## src/rtl/core/fses_pkg.sv

```systemverilog
// shared types, constants and helpers for the fixed string entry sorter
package fses_pkg;

  localparam int MAX_ENTRIES_DEF = 32;
  localparam int WORD_W          = 64;
  localparam int ENTRY_WORDS     = 4;
  localparam int ENTRY_W         = WORD_W * ENTRY_WORDS;
  localparam int ENTRY_BYTES     = ENTRY_W / 8;
  localparam int RANK_W          = 5;

  // word 0 in the top bits, so one unsigned compare gives string order
  typedef logic [ENTRY_W-1:0] entry_t;

  typedef struct packed {
    logic [WORD_W-1:0] text_word0;
    logic [WORD_W-1:0] text_word1;
    logic [WORD_W-1:0] text_word2;
    logic [WORD_W-1:0] text_word3;
    logic              final_entry;
  } entry_in_t;

  typedef struct packed {
    logic [WORD_W-1:0] sorted_word0;
    logic [WORD_W-1:0] sorted_word1;
    logic [WORD_W-1:0] sorted_word2;
    logic [WORD_W-1:0] sorted_word3;
    logic [RANK_W-1:0] rank;
    logic              last_of_run;
    logic              overflowed;
  } result_t;

  typedef struct packed {
    logic insert;
    logic drain;
  } cell_ctl_t;

  typedef enum logic {
    ST_LOAD,
    ST_DRAIN
  } state_t;

  // zero every byte after the first zero byte
  function automatic entry_t cut_terminator(entry_t e);
    entry_t r;
    logic   ended;
    r     = e;
    ended = 1'b0;
    for (int b = 0; b < ENTRY_BYTES; b++) begin
      if (ended) begin
        r[ENTRY_W-1-8*b -: 8] = 8'h00;
      end
      if (e[ENTRY_W-1-8*b -: 8] == 8'h00) begin
        ended = 1'b1;
      end
    end
    return r;
  endfunction

endpackage

```

## src/rtl/core/fses_cell.sv

```systemverilog
// one sorter cell: holds one entry, shifts up on insert, down on drain
module fses_cell (
  input  logic               clk,
  input  fses_pkg::cell_ctl_t ctl,
  input  fses_pkg::entry_t   new_entry,
  input  logic               occ_self,
  input  logic               occ_left,
  input  logic               shift_left,
  input  fses_pkg::entry_t   left_data,
  input  fses_pkg::entry_t   right_data,
  output fses_pkg::entry_t   data,
  output logic               shift
);
  import fses_pkg::*;

  logic load;

  // strict less keeps equal entries in arrival order
  assign shift = occ_self && (new_entry < data);
  assign load  = ctl.insert && (shift || (!occ_self && occ_left));

  always_ff @(posedge clk) begin
    if (ctl.drain) begin
      data <= right_data;
    end else if (load) begin
      data <= shift_left ? left_data : new_entry;
    end
  end

endmodule

```

## config.mk

```make
export PLATFORM = sky130hd
export DESIGN_NAME = fses_cell
export DESIGN_NICKNAME = d
export VERILOG_FILES = /design/src/rtl/core/fses_pkg.sv /design/src/rtl/core/fses_cell.sv
export SDC_FILE = /design/constraint.sdc
export NUM_CORES = 1
export LEC_CHECK = 0
export ABC_AREA = 1
export BUFFER_PORTS_ARGS = -buffer_cell sky130_fd_sc_hd__buf_2
export CAP_MARGIN = 20
export CORE_AREA = 4 4 401 403
export CTS_BUF_LIST = sky130_fd_sc_hd__clkbuf_2 sky130_fd_sc_hd__clkbuf_4 sky130_fd_sc_hd__clkbuf_8
export DETAILED_ROUTE_END_ITERATION = 12
export DIE_AREA = 0 0 405 407
export PLACE_DENSITY_LB_ADDON = 0.05
export SETUP_SLACK_MARGIN = 0.3
export SYNTH_ARGS = -nofsm -noshare
export SYNTH_HDL_FRONTEND = slang
export SYNTH_SLANG_ARGS = --single-unit
```

## constraint.sdc

```tcl
create_clock -name clk -period 21.7 [get_ports clk]
set_input_delay 3.255 -clock clk [delete_from_list [all_inputs] [get_ports clk]]
set_output_delay 3.255 -clock clk [all_outputs]
set_load 0.005 [all_outputs]
```

After elaboration in Yosys (flattened, before gate mapping)
Cells that the tools add are included.
- register bits: 256
- logic and storage cells: 11
- $lt $le $gt $ge: 1
- multiplexer cells: 3
- reduce and logical (&&, ||, !) cells: 6
- operator list (operator ; count):
    2-to-1 mux 256 bit ; 3
    < comparator 256 bit ; 1
    logical AND 1 bit ; 3
    nonzero test 2 bit ; 1
    logical NOT 1 bit ; 1
    logical OR 1 bit ; 1

Longest topological paths before layout
- depth in word-level cells: 6
- gate-level depth with buffers: 21

Least setup slack after synthesis
Ideal clock, no wire load.
- path kind: input port to flip-flop
- from: in new_entry[55]
- to: reg data[0], enable pin
- setup time: 1949 ps
- arrival time: 8625 ps
- data required time: 19751 ps
- path slack: 11126 ps
- stages on the path: 16
- cell sequence: ha_1 > nand2_1 > nor2_2 > inv_1 > nor2_2 > nand2_1 > nor4b_2 > nand2_1 > nand2_1 > nand2_1 > nand2_1 > nand2_1 > nand2_1 > nand2_1 > nand2_1 > nand2_1
- longest elaborated chain between the ends: 5
- RTL lines (what ; line ; text):
    start: declaration ; fses_cell.sv:5 ; input fses_pkg::entry_t new_entry,
    < comparator 256 bit ; fses_cell.sv:19 ; assign shift = occ_self && (new_entry < data);
    logical AND 1 bit ; fses_cell.sv:19 ;
    logical OR 1 bit ; fses_cell.sv:20 ; assign load = ctl.insert && (shift || (!occ_self && occ_left));
    logical AND 1 bit ; fses_cell.sv:20 ;
    nonzero test 2 bit (no line) ; -- ;
    end signal: assignment ; fses_cell.sv:24 ; data <= right_data;
    end signal: assignment ; fses_cell.sv:26 ; data <= shift_left ? left_data : new_entry;
    end: declaration ; fses_cell.sv:11 ; output fses_pkg::entry_t data,
No other way between the ends.
A chain may end at the register's enable or synchronous reset.

Worst setup path in the final report
- from: in new_entry[111]
- to: out shift
- longest elaborated chain between the ends: 2
- RTL lines (what ; line ; text):
    < comparator 256 bit ; fses_cell.sv:19 ;
    logical AND 1 bit ; fses_cell.sv:19 ;
    end: declaration ; fses_cell.sv:12 ; output logic shift
No other way between the ends.

==> impl_metrics.tcl <==
set metrics [dict create \
    r2r_end "data[44]$_DFFE_PP_" \
    synth-compound-area-share_pct 18.4 \
    ys_types 30 \
    dp_hpwl_mm 110 \
    cts-hold-fix-buffers 0 \
    setup_viol 0 \
    cts.path.max_buffers 3 \
    layout_common_cells "buf_2, a21oi_1, nand2_1, nor2_1, inv_1" \
    cp.arrival_ns 5.84 \
    peakVddDrop_mv 0.0318 \
    worst-r2r-cell-count 17 \
    max-cap-violations 0 \
    dp.cells 5463 \
    nets 4491 \
    fill_cells 18300 \
    use_met1_pct 17.6 \
    switching_share_pct 35.8 \
    wirelength_mm 136 \
    worstPathRequired_ns 18.45 \
    synth_top_family_by_area "compound AO/OA/AOI/OAI gates" \
    min_path_type "flop to flop" \
    gp_congestion 0.796 \
    synthXorXnorAreaFrac_pct 0 \
    tns_ns 0 \
    track_usage_pct 15.8 \
    num_rows 146 \
    min_path_cells 11 \
    start_util_pct 12.2 \
    synth_cells 2459 \
    cts_tree "done" \
    synth_simple_gate_area_share_pct 17.2 \
    drtIter0Drc 976 \
    synth.area.mux_share_pct 0 \
    drv_slew 0 \
    groute.layer.met3.usage_pct 5.89 \
    synthesis.area_um2 19300 \
    ctsResizeCount 0 \
    final_common_cell "buf_2" \
    synthAdderAreaFrac_pct 16.5 \
    core_um2 157000 \
    ys_seq_area_share_pct 39.9 \
    gr-usage-met2_pct 28.3 \
    powerDensity_nw_per_um2 62.6 \
    firstDrtPassIters 4 \
    clock_skew_ns 0.0440 \
    power_frac_clock_pct 37.2 \
    largest_reg_flops 256 \
    grt-busiest-layer "met2" \
    hp-start "data[254]$_DFFE_PP_" \
    num_io_pins 1031 \
    fp.dieArea_um2 165000 \
    cp_max_fo 4 \
    stdcell_count 5625 \
    vias_per_cell 3.84 \
    fmax_mhz 110 \
    drc 0 \
    r2r_slack_ns 16.37 \
    grt_pass1_vias 22800 \
    die_w_um 405 \
    yosys_register_bits 256 \
    r2r_start "data[111]$_DFFE_PP_" \
    drive_gt1_share_pct 33.2 \
    top_regs "data x256" \
    antenna_found_initial 138 \
    clk_latency_ns 0.74 \
    port_buffers 1030 \
    hold_violations 0 \
    cts-buffers-inserted 69 \
    die_h_um 407 \
    p_int_mw 1.13 \
    combinationalPowerShare_pct 26.6 \
    p_leak_nw 13.7 \
    end_kind "primary output" \
    syn-num-nets 3488 \
    top_register "data" \
    worstHoldEndpoint "data[249]$_DFFE_PP_" \
    clk_pin_slew_worst_paths_ns 0.06 \
    min_period_over_period_pct 41.9 \
    yosys_warnings 0 \
    max_slew.worst_pin.slew_ns 1.12 \
    area_delta_synth_final_pct 46.1 \
    relSlewSlack_pct 25.5 \
    vias 21600 \
    overflow 0 \
    postRouteAntennaNets 0 \
    rsz0062_at_grt "no" \
    cts_max_level 3 \
    crit_type "input port to primary output" \
    seqPwrFrac_pct 36.2 \
    routedWlPerCell_um 24.2 \
    grt_pass1_wl_mm 182 \
    syn_avg_cell_area_um2 7.84 \
    clock-sinks 256 \
    post_cts.repair.setup_buffers 0 \
    layout_min_cycle_time_ns 9.10 \
    cp-start-kind "input port" \
    outcome "completed" \
    grt_max_degree 138 \
    ctsRootBufferMaster "clkbuf_8" \
    switching_power_mw 0.631 \
]
## critical path, cell delays in order
cell and delay, ns:
buf_2 0.11, ha_1 0.29, nand2_1 0.28, nor3_1 0.89, nand2_1 0.16, nor4_1 0.26, nand2_1 0.08, nand2_1 0.17
nand2_1 0.07, nand2_1 0.08, inv_1 0.04, buf_2 0.14
## metrics by stage
| step | util (%) | hold slack [ns] | cell area, µm² | worst slack, ns | total power [mW] |
|---|---|---|---|---|---|
| finish | 17.9 | 1.80 | 28200 | 12.60 | 1.76 |
| global route | 17.9 | 1.91 | 28100 | 12.47 | 1.90 |
| CTS | 17.8 | 1.82 | 28100 | 12.56 | 1.84 |
| detailed placement | 17.0 | 1.83 | 26800 | 12.56 | 1.14 |
| global placement | 17.0 | 1.84 | 26800 | 12.51 | 1.14 |
| floorplan | - | 3.48 | 19300 | 11.13 | 0.863 |
## worst max-delay path by stage
stage,start,to,slack (ns),depth (start not counted)
floorplan,new_entry[55],data[0]$_DFFE_PP_,11.13,16
global placement,new_entry[111],shift,12.51,12
detailed placement,new_entry[111],shift,12.56,12
CTS,new_entry[111],shift,12.56,12
global route,new_entry[111],shift,12.47,12
finish,new_entry[111],shift,12.60,12
## layer usage
layer	wire length (µm)	vias to the layer above
li1	-	10400
met1	53400	10000
met2	68300	784
met3	10700	282
met4	3480	74
met5	489	-
## cell type report
cell class / count / area [µm²] / share of cell area, %
timing repair buffer: 1046 / 5330 / 18.9
clock buffer: 98 / 1170 / 4.16
sequential: 256 / 7690 / 27.3
multi-input combinational: 1788 / 10000 / 35.7
clock inverter: 21 / 98.8 / 0.351
antenna: 43 / 108 / 0.382
tap: 2072 / 2590 / 9.20
inverter: 301 / 1140 / 4.06
## synthesized netlist by cell type
library cell	n	share of area, %
a211oi_1	2	0.078
a21o_1	3	0.12
a21oi_1	638	17
a31oi_1	2	0.065
and2_1	1	0.032
buf_1	3	0.058
buf_2	1	0.026
clkbuf_1	110	2.1
clkinv_1	1	0.019
edfxtp_1	256	40
ha_1	255	17
inv_1	294	5.7
inv_2	6	0.12
nand2_1	434	8.4
nand3_1	26	0.67
nand3b_1	1	0.039
nand4_1	31	1.0
nor2_1	315	6.1
nor2_2	4	0.13
nor3_1	11	0.29
nor3_2	1	0.052
nor4_1	6	0.19
nor4_2	1	0.065
nor4b_2	1	0.078
o211ai_1	2	0.078
o21a_1	4	0.16
o21ai_0	23	0.60
o21ai_1	23	0.60
o21bai_1	3	0.12
or2_0	1	0.032
## cell families after synthesis
group                    count (synthesis)
AND/OR/NAND/NOR                        833
AO/OA/AOI/OAI                          700
flip-flops                             256
adder cells (fa/ha/maj)                255
buffers and inverters                  415
## power by group through the flow
stage / Clock (mW) / Combinational, mW / Sequential [mW]
global route: 0.720 / 0.535 / 0.645
finish: 0.655 / 0.470 / 0.639
CTS: 0.707 / 0.490 / 0.640
floorplan: 0 / 0.209 / 0.654
global placement: 0 / 0.493 / 0.650
detailed placement: 0 / 0.486 / 0.650
No activity file was read; power rests on OpenSTA's default activity.
